<file path="config.mk">
export PLATFORM = sky130hd
export DESIGN_NAME = pbag_cell_eval
export DESIGN_NICKNAME = d
export VERILOG_FILES = /design/src/sv/pbag_pkg.sv /design/src/sv/pbag_cell_eval.sv
export SDC_FILE = /design/constraint.sdc
export NUM_CORES = 2
export LEC_CHECK = 0
export ABC_AREA = 1
export BUFFER_PORTS_ARGS = -buffer_cell sky130_fd_sc_hd__buf_2
export CORE_MARGIN = 4
export CORE_UTILIZATION = 60
export DETAILED_ROUTE_END_ITERATION = 7
export PLACE_DENSITY = 0.8
export SLEW_MARGIN = 20
export SYNTH_ARGS = -nofsm -noshare
export SYNTH_HDL_FRONTEND = slang
export SYNTH_SLANG_ARGS = --single-unit
</file>
<file path="constraint.sdc">
create_clock -name clk -period 23.3 [get_ports clk]
set_clock_uncertainty 0.15 [all_clocks]
set_input_delay 0 -clock clk [delete_from_list [all_inputs] [get_ports clk]]
set_output_delay 0 -clock clk [all_outputs]
set_load 0.02 [all_outputs]
</file>
<file path="src/sv/pbag_pkg.sv">
// Shared types, register codes and constant tables for the pixel block to glyph unit.
// No dependencies; imported by the top level, the cell evaluation and the testbench.
package pbag_pkg;

  localparam int CFG_IDX_W  = 3;
  localparam int CFG_DATA_W = 13;

  localparam logic [CFG_IDX_W-1:0] CFG_IMAGE_WIDTH  = 3'd0;
  localparam logic [CFG_IDX_W-1:0] CFG_BLOCK_WIDTH  = 3'd1;
  localparam logic [CFG_IDX_W-1:0] CFG_BLOCK_HEIGHT = 3'd2;
  localparam logic [CFG_IDX_W-1:0] CFG_CELLS_ACROSS = 3'd3;
  localparam logic [CFG_IDX_W-1:0] CFG_CELLS_DOWN   = 3'd4;

  localparam logic [12:0] RST_IMAGE_WIDTH  = 13'd640;
  localparam logic [6:0]  RST_BLOCK_WIDTH  = 7'd8;
  localparam logic [6:0]  RST_BLOCK_HEIGHT = 7'd16;
  localparam logic [8:0]  RST_CELLS_ACROSS = 9'd80;
  localparam logic [8:0]  RST_CELLS_DOWN   = 9'd30;

  // Cell counters count up to 256, which marks the area below or right of the grid.
  localparam int CELL_CNT_W = 9;

  localparam int RAMP_LEN = 94;
  localparam logic [8*RAMP_LEN-1:0] RAMP =
    " @B#Q80Rg&D$OEN9bd6MHWA%GpPSq5UZ4K3hXkfmCFaVeoIs2jtJwzynu1YclT7}{Lxiv[]/\\()|?*r^<>+;~!=\",_-'  ";

  typedef enum logic [1:0] {ST_IDLE, ST_MODIFY, ST_EVAL, ST_HOLD} top_st_t;
  typedef enum logic [2:0] {EV_IDLE, EV_DIV, EV_C1, EV_C2, EV_C3, EV_C4, EV_C5} ev_st_t;

  typedef struct packed {
    logic start;
  } eval_ctl_t;

  typedef struct packed {
    logic       done;
    logic [7:0] xterm_code;
    logic [6:0] glyph;
  } eval_res_t;

  function automatic logic [2:0] level_of(input logic [7:0] v);
    logic [2:0] lv;
    if (v < 8'd48) lv = 3'd0;
    else if (v < 8'd115) lv = 3'd1;
    else if (v < 8'd155) lv = 3'd2;
    else if (v < 8'd195) lv = 3'd3;
    else if (v < 8'd235) lv = 3'd4;
    else lv = 3'd5;
    return lv;
  endfunction

  function automatic logic [7:0] cube_val(input logic [2:0] lv);
    logic [7:0] cv;
    case (lv)
      3'd0:    cv = 8'h00;
      3'd1:    cv = 8'h5f;
      3'd2:    cv = 8'h87;
      3'd3:    cv = 8'haf;
      3'd4:    cv = 8'hd7;
      default: cv = 8'hff;
    endcase
    return cv;
  endfunction

  function automatic logic [6:0] ramp_char(input logic [6:0] idx);
    logic [7:0] ch;
    ch = RAMP[8*(RAMP_LEN-1-int'(idx)) +: 8];
    return ch[6:0];
  endfunction

endpackage

</file>
<file path="src/sv/pbag_cell_eval.sv">
// Cell evaluation: divides the three channel sums by the block area, then maps the
// averages to an xterm-256 colour and a ramp glyph. Depends on pbag_pkg.
module pbag_cell_eval
  import pbag_pkg::*;
#(
  parameter int SUM_W  = 20,
  parameter int AREA_W = 13
) (
  input  logic              clk,
  input  logic              rst_n,
  input  eval_ctl_t         ctl,
  input  logic [SUM_W-1:0]  sum_red,
  input  logic [SUM_W-1:0]  sum_green,
  input  logic [SUM_W-1:0]  sum_blue,
  input  logic [AREA_W-1:0] area,
  output eval_res_t         res
);

  localparam int CNT_W = $clog2(SUM_W + 1);

  ev_st_t st_r, st_nxt;
  logic [CNT_W-1:0]  cnt_r;
  logic              done_r;

  logic [SUM_W-1:0]  quo_r [3];
  logic [AREA_W-1:0] rem_r [3];
  logic [AREA_W-1:0] den_r;
  logic [SUM_W-1:0]  quo_nxt [3];
  logic [AREA_W-1:0] rem_nxt [3];
  logic [AREA_W:0]   trial [3];

  logic [7:0]  av_c [3];
  logic [7:0]  av_r [3];
  logic [2:0]  lev_r [3];
  logic [7:0]  cv_r [3];
  logic [9:0]  s_r;
  logic [7:0]  avg_r;
  logic [19:0] d2_r;
  logic [4:0]  gi_r;
  logic [17:0] cerr_r;
  logic [17:0] gerr_r;
  logic [25:0] n93_r;
  logic [30:0] nq_r;
  logic [6:0]  q0_r;
  logic [25:0] prod_r;
  logic [7:0]  color_r;
  logic [6:0]  glyph_r;

  logic [20:0] avg_prod;
  logic [9:0]  dark_span;
  logic [15:0] gi_prod;
  logic [4:0]  gi_c;
  logic [19:0] nval;
  logic [7:0]  gv;
  logic [7:0]  idx;
  logic [6:0]  idx_c;

  function automatic logic [15:0] sqd(input logic [7:0] a, input logic [7:0] b);
    logic [7:0] d;
    d = (a > b) ? a - b : b - a;
    return d * d;
  endfunction

  always_comb begin
    for (int ch = 0; ch < 3; ch++) begin
      trial[ch] = {rem_r[ch], quo_r[ch][SUM_W-1]};
      if (trial[ch] >= {1'b0, den_r}) begin
        rem_nxt[ch] = AREA_W'(trial[ch] - {1'b0, den_r});
        quo_nxt[ch] = {quo_r[ch][SUM_W-2:0], 1'b1};
      end else begin
        rem_nxt[ch] = trial[ch][AREA_W-1:0];
        quo_nxt[ch] = {quo_r[ch][SUM_W-2:0], 1'b0};
      end
      av_c[ch] = (quo_r[ch] > SUM_W'(255)) ? 8'hff : quo_r[ch][7:0];
    end
    avg_prod  = s_r * 11'd683;
    dark_span = 10'd765 - s_r;
    gi_prod   = (avg_r - 8'd3) * 8'd205;
    if (avg_r > 8'd238) gi_c = 5'd23;
    else if (avg_r < 8'd3) gi_c = 5'd0;
    else gi_c = gi_prod[15:11];
    nval = 20'd585225 - d2_r;
    gv   = 8'd8 + 8'({gi_r, 3'b000}) + 8'({gi_r, 1'b0});
    idx  = (n93_r >= prod_r) ? {1'b0, q0_r} + 8'd1 : {1'b0, q0_r};
    idx_c = (idx > 8'd93) ? 7'd93 : idx[6:0];
  end

  always_comb begin
    st_nxt = st_r;
    case (st_r)
      EV_IDLE: if (ctl.start) st_nxt = EV_DIV;
      EV_DIV:  if (cnt_r == CNT_W'(SUM_W - 1)) st_nxt = EV_C1;
      EV_C1:   st_nxt = EV_C2;
      EV_C2:   st_nxt = EV_C3;
      EV_C3:   st_nxt = EV_C4;
      EV_C4:   st_nxt = EV_C5;
      EV_C5:   st_nxt = EV_IDLE;
      default: st_nxt = EV_IDLE;
    endcase
  end

  always_ff @(posedge clk) begin
    if (!rst_n) begin
      st_r   <= EV_IDLE;
      cnt_r  <= '0;
      done_r <= 1'b0;
    end else begin
      st_r   <= st_nxt;
      done_r <= (st_r == EV_C5);
      if (st_r == EV_DIV) cnt_r <= cnt_r + CNT_W'(1);
      else cnt_r <= '0;
    end
  end

  always_ff @(posedge clk) begin
    case (st_r)
      EV_IDLE: begin
        if (ctl.start) begin
          quo_r[0] <= sum_red;
          quo_r[1] <= sum_green;
          quo_r[2] <= sum_blue;
          for (int ch = 0; ch < 3; ch++) rem_r[ch] <= '0;
          den_r <= area;
        end
      end
      EV_DIV: begin
        for (int ch = 0; ch < 3; ch++) begin
          quo_r[ch] <= quo_nxt[ch];
          rem_r[ch] <= rem_nxt[ch];
        end
      end
      EV_C1: begin
        for (int ch = 0; ch < 3; ch++) begin
          av_r[ch]  <= av_c[ch];
          lev_r[ch] <= level_of(av_c[ch]);
        end
        s_r <= 10'(av_c[0]) + 10'(av_c[1]) + 10'(av_c[2]);
      end
      EV_C2: begin
        avg_r <= avg_prod[18:11];
        d2_r  <= dark_span * dark_span;
        for (int ch = 0; ch < 3; ch++) cv_r[ch] <= cube_val(lev_r[ch]);
      end
      EV_C3: begin
        gi_r   <= gi_c;
        cerr_r <= 18'(sqd(cv_r[0], av_r[0])) + 18'(sqd(cv_r[1], av_r[1]))
                + 18'(sqd(cv_r[2], av_r[2]));
        n93_r  <= nval * 7'd93;
        nq_r   <= nval * 11'd1333;
      end
      EV_C4: begin
        gerr_r <= 18'(sqd(gv, av_r[0])) + 18'(sqd(gv, av_r[1])) + 18'(sqd(gv, av_r[2]));
        q0_r   <= nq_r[29:23];
        prod_r <= ({1'b0, nq_r[29:23]} + 8'd1) * 20'd585225;
      end
      EV_C5: begin
        // The cube colour wins a tie against the grey ramp.
        if (cerr_r <= gerr_r) begin
          color_r <= 8'd16 + 8'(lev_r[0] * 6'd36) + 8'(lev_r[1] * 3'd6) + 8'(lev_r[2]);
        end else begin
          color_r <= 8'd232 + 8'(gi_r);
        end
        glyph_r <= ramp_char(idx_c);
      end
      default: ;
    endcase
  end

  assign res.done       = done_r;
  assign res.xterm_code = color_r;
  assign res.glyph      = glyph_r;

endmodule

</file>
=== Word level (Yosys, flattened, before mapping) ===
Memory sizes are Yosys's and may differ from the RTL's.
Cells that the tools add are included.

* Register bits after elaboration: 205
* Memory bits (writable): 156
* Input bits: 76
* Output and inout bits: 16
* Memories: 5

{| class="wikitable"
|+ Memories
! name !! depth !! width !! rd ports !! clocked after Yosys merged registers in !! write ports !! RTL line !! RTL
|-
| quo_r || 3 || 20 || 3 || 0 || 3 || pbag_cell_eval.sv:25 || <nowiki>logic [SUM_W-1:0] quo_r [3];</nowiki>
|-
| rem_r || 3 || 13 || 3 || 0 || 3 || pbag_cell_eval.sv:26 || <nowiki>logic [AREA_W-1:0] rem_r [3];</nowiki>
|-
| av_r || 3 || 8 || 3 || 0 || 3 || pbag_cell_eval.sv:33 || <nowiki>logic [7:0] av_r [3];</nowiki>
|-
| cv_r || 3 || 8 || 3 || 0 || 3 || pbag_cell_eval.sv:35 || <nowiki>logic [7:0] cv_r [3];</nowiki>
|-
| lev_r || 3 || 3 || 3 || 0 || 3 || pbag_cell_eval.sv:34 || <nowiki>logic [2:0] lev_r [3];</nowiki>
|}

* Add/subtract/negate cells: 34
* Multipliers: 14
* $lt $le $gt $ge: 32
* Eq/ne operators: 21
* Shift operators: 1
* Multiplexer cells: 61
* Bitwise logic cells: 6
* Reductions and logical operators: 8

{| class="wikitable"
|+ Operators by type and width
! cell !! number
|-
| variable part select 752 x 11 -> 7 bit, first input constant || 1
|-
| case mux 8 bit (5 select lines) || 3
|-
| two-way mux 8 bit || 14
|-
| multiplier 8 x 8 -> 16 bit || 6
|-
| subtractor 8 bit || 12
|-
| two-way mux 13 bit || 6
|-
| less-than comparator 8 bit, second input constant || 9
|-
| > comparator 20 x 8 -> 1 bit, second input constant || 3
|-
| two-way mux 20 bit || 3
|-
| two-way mux 3 bit || 17
|-
| > comparator 8 bit || 6
|-
| >= comparator 14 x 13 -> 1 bit || 3
|-
| subtractor 13 bit || 3
|-
| adder 17 x 16 -> 18 bit || 2
|-
| adder 16 x 16 -> 17 bit || 2
|-
| multiplier 20 x 11 -> 30 bit, second input constant || 1
|-
| >= comparator 26 bit || 1
|-
| multiplier 20 x 7 -> 26 bit, second input constant || 1
|-
| multiplier 8 x 20 -> 26 bit, second input constant || 1
|-
| equality test 3 x 2 -> 1 bit, second input constant || 8
|-
| less-than comparator 8 x 6 -> 1 bit, second input constant || 3
|-
| less-than comparator 8 x 7 -> 1 bit, second input constant || 3
|-
| multiplier 10 x 10 -> 20 bit || 1
|-
| subtractor 20 bit, first input constant || 1
|-
| other kinds (32) || 67
|}

=== Logic depth before layout (Yosys ltp) ===
An unclocked memory read counts as a cell.

* Depth in word-level cells: 10
* Mapped depth: 48
* Depth with buffers taken out: 48

=== Worst setup path before layout ===
OpenSTA, ideal clock, no wires.

* Path kind: flip-flop to flip-flop
* From: reg gi_r[1]
* To: reg gerr_r[17] (data pin)
* Arrival time: 9336 ps
* Required time: 22892 ps
* Setup slack: 13556 ps
* Stages on the path, launching flop included: 44
* Period minus slack after synthesis: 9744 ps
* Cells stage by stage: edfxtp_1 > ha_1 > ha_1 > inv_1 > fa_1 > inv_1 > ha_1 > nand2_1 > inv_1 > a221o_1 > nand3_1 > nand2_1 > nand2_1 > nand3_1 > o21ai_0 > nor2_1 > nor3_1 > xor2_1 > (+8 left out) > inv_1 > fa_1 > fa_1 > inv_1 > ha_1 > nand2_1 > o21ai_0 > a21oi_1 > o21bai_1 > a21o_1 > a21oi_1 > o21ai_0 > a21oi_1 > o21bai_1 > nand2_1 > a21oi_1 > nor2_1 > xnor2_1

* Cells in the longest elaborated chain, start to end: 7

{| class="wikitable"
|+ Ends and longest elaborated chain
! what !! RTL line !! RTL
|-
| from (decl) || pbag_cell_eval.sv:39 || <nowiki>logic [4:0] gi_r;</nowiki>
|-
| from (signal assigned) || pbag_cell_eval.sv:145 || <nowiki>gi_r <= gi_c;</nowiki>
|-
| adder 4 x 8 -> 8 bit || pbag_cell_eval.sv:83 || <nowiki>gv = 8'd8 + 8'({gi_r, 3'b000}) + 8'({gi_r, 1'b0});</nowiki>
|-
| adder 8 x 6 -> 8 bit * || pbag_cell_eval.sv:83 ||
|-
| subtractor 8 bit or > comparator 8 bit (tied branches) || pbag_cell_eval.sv:60 || <nowiki>d = (a > b) ? a - b : b - a;</nowiki>
|-
| two-way mux 8 bit || pbag_cell_eval.sv:60 ||
|-
| multiplier 8 x 8 -> 16 bit || pbag_cell_eval.sv:61 || <nowiki>return d * d;</nowiki>
|-
| adder 16 x 16 -> 17 bit || pbag_cell_eval.sv:152 || <nowiki>gerr_r <= 18'(sqd(gv, av_r[0])) + 18'(sqd(gv, av_r[1])) + 18'(sqd(gv, av_r[2]));</nowiki>
|-
| adder 17 x 16 -> 18 bit * || pbag_cell_eval.sv:152 ||
|-
| to (signal assigned) || pbag_cell_eval.sv:152 ||
|-
| to (decl) || pbag_cell_eval.sv:41 || <nowiki>logic [17:0] gerr_r;</nowiki>
|}

Every way passes the cells marked *; elsewhere a longest branch is shown, timed or not.
A chain may end at the register's enable or synchronous reset.

=== Worst setup path in the final report ===
* From: reg gi_r[0]
* To: reg gerr_r[17] (data pin)

The elaborated chain is that of the path after synthesis.

==> flow_summary.json <==
{
  "grt_usage": 0.269,
  "ys_warn_count": 0,
  "die_area_um2": 78600,
  "drive_above_1_share": 0.0492,
  "ys_types": 66,
  "nets": 6361,
  "r2r_start": "gi_r[0]",
  "period_share": 0.467,
  "worst-path-max-fanout": 9,
  "setup_ws_ns": 12.43,
  "route.detailed.drc": 0,
  "grt_antenna_before_repair": 4,
  "reg2reg_to": "gerr_r[17]",
  "die_y_um": 280,
  "area_growth_pct": 8.82,
  "routed_wl_um": 104000,
  "yosys-top-cells-count": "inv_1, ha_1, nand2_1",
  "clk_pin_slew_worst_paths_ns": 0.07,
  "status": "completed",
  "grt_max_degree": 90,
  "finalMaxSlewViolations": 0,
  "rsz0062_at_grt": "no",
  "core_area_um2": 73200,
  "grt-ovfl-total": 0,
  "reg2reg_setup_slack_ns": 12.43,
  "post-dp-hpwl_um": 82600,
  "place_congestion": 0.954,
  "avgRoutedWirePerCell_um": 17.2,
  "holdPathStages": 4,
  "yosysTopAreaCell": "fa_1",
  "critPathArrivalTime_ns": 11.03,
  "setup_tns_ns": 0,
  "nFillCells": 5568,
  "yosysMostFrequentCell": "inv_1",
  "synth_area_um2": 44500,
  "firstDrtPassIters": 6,
  "first_global_vias": 34904,
  "grt_pass1_wl_um": 172000,
  "via_count": 33422,
  "slew_headroom": 0.332,
  "ys.flop_type": "edfxtp_1",
  "ant_nets": 0,
  "ys_ff_latch": 327,
  "cts_max_level": 2,
  "fin_crit_ns": 10.87,
  "crit_type": "flop to flop",
  "clock_path_buffers": 3,
  "insertion_delay_ns": 0.60,
  "cts_resized": 0,
  "port_buffers": 91,
  "crit_buf_inv": 9,
  "slowest_delay_ns": 0.59,
  "yosys-top-cells-area": "fa_1, edfxtp_1, ha_1",
  "hp-class": "input pin to flop",
  "rows": 99,
  "cpMostUsedCell": "inv_1",
  "worstPathRequired_ns": 23.46,
  "start_kind": "flop",
  "whs_endpoint": "quo_r[0][31]",
  "cts_buffers": 41,
  "max_freq_mhz": 92.0,
  "critPathSlowestCell": "xor2_1",
  "initial_utilization": 0.608,
  "async_flop_share": 0,
  "postCtsSetupRepairBufs": 0,
  "io_pins": 92,
  "crit_family": "adder cells",
  "fp.dieW_um": 280,
  "synth_top_cell_area_share": 0.228,
  "synth-seq-area-share": 0.219,
  "drt-initial-drc-count": 2441,
  "tightest_slew_ns": 0.999,
  "vias_per_cell": 5.53,
  "cts_sinks": 327,
  "syn_inst": 4868,
  "post-place-ws_ns": 12.48,
  "min-delay-start": "sum_green[11]",
  "cts_hold_buf": 89,
  "cts_tree": "built",
  "clock-root-buffer": "clkbuf_16",
  "r2r.worst_path.cells": 45,
  "drv_cap": 0,
  "finalSetupViolations": 0,
  "synth_edf_count": 318,
  "hold_viol_final": 0,
  "critPathCaptureType": "flop",
  "avgSynthCellArea_um2": 9.14
}
==> worst register-to-register path, delay by kind of cell, from the launching register on <==
family / cells / cell delay [ns]
xor+xnor: 2 / 0.70
buf+inv: 9 / 0.98
flops: 1 / 0.45
simple gates: 11 / 1.13
compound gates: 11 / 2.06
fa+ha+maj: 12 / 5.13
==> flip-flops by register name, summed over array words and instances, names as in the netlist, 10 cells and up <==
name,flops
den_r,13
cerr_r,18
d2_r,19
quo_r,60
cv_r,15
s_r,10
prod_r,26
av_r,24
rem_r,39
n93_r,25
gerr_r,18
==> how the worst max path moves through the flow <==
stage                     startpoint          to  slack (ns)  depth (start not counted)
after floorplan              gi_r[1]  gerr_r[17]       13.56                         43
after global placement       gi_r[0]  gerr_r[17]       12.77                         45
after detailed placement     gi_r[0]  gerr_r[17]       12.48                         45
after CTS                    gi_r[0]  gerr_r[17]       12.44                         45
after global routing         gi_r[0]  gerr_r[17]       11.56                         45
final                        gi_r[0]  gerr_r[17]       12.43                         45
==> through the flow <==
stage                     hold slack, ns  utilization  instances  area, µm²
after floorplan                  -0.0511            -       4873      44500
after global placement            0.0278        0.630       5881      46100
after detailed placement          0.0287        0.630       5881      46100
after CTS                         0.0262        0.661       6044      48400
after global routing              0.0759        0.662       6045      48400
final                             0.0751        0.662       6046      48400
==> cell type report <==
class	count	area, µm²	area share
diodes	1	2.50	0.0000517
clock buffers	44	1040	0.0214
clock inverters	30	384	0.00793
inverters	1087	4080	0.0842
multi-input cells	3402	30500	0.630
flip-flops and latches	327	9730	0.201
well taps	959	1200	0.0248
repair buffers	196	1490	0.0308
==> metal layers <==
metal	wire, µm	part of all wire	vias to the layer above	global-route usage
li1	-	-	15936	-
met1	44800	0.43	16137	0.363
met2	49100	0.47	1053	0.452
met3	5990	0.058	294	0.0370
met4	3870	0.037	2	0.0897
met5	13	0.00013	-	0
==> layout by cell type (no fill, tap or decap), types with 12 or more instances in the layout <==
cell           netlist  routed
a211oi_1            14      14
nor3_1              30      27
ha_1               723     723
clkinv_1             5      12
nand4_1             26      26
o21bai_1            24      24
inv_1             1074    1074
clkbuf_16            0      41
nor2_1             357     354
xnor2_1             69      69
buf_4                4      14
dlygate4sd3_1        0      89
nand2_1            654     654
o21ai_0            196     195
buf_2                7      91
nand2_2             12      12
o211ai_1            12      12
or2_2               18      18
xor2_1             182     182
a21oi_1            267     267
nand3_1            163     163
fa_1               507     507
edfxtp_1           318     318
o21ai_1             12      12
==> kinds of logic (layout without fill, tap and decap cells) <==
| kind of cell | after synthesis | count (layout) | share of synthesized area |
|---|---|---|---|
| adder cells (fa/ha/maj) | 1230 | 1230 | 0.431 |
| flip-flops | 327 | 327 | 0.219 |
| other | 2 | 8 | 0.000169 |
| AO/OA/AOI/OAI | 594 | 594 | 0.0743 |
| XOR/XNOR | 254 | 254 | 0.0507 |
| AND/OR/NAND/NOR | 1308 | 1308 | 0.125 |
| buffers and inverters | 1144 | 1357 | 0.0975 |
| multiplexers | 9 | 9 | 0.00202 |
Power is left out: the tool's default activity adds up to more than one toggle a clock period on the data nets, which glitch-free logic cannot reach.
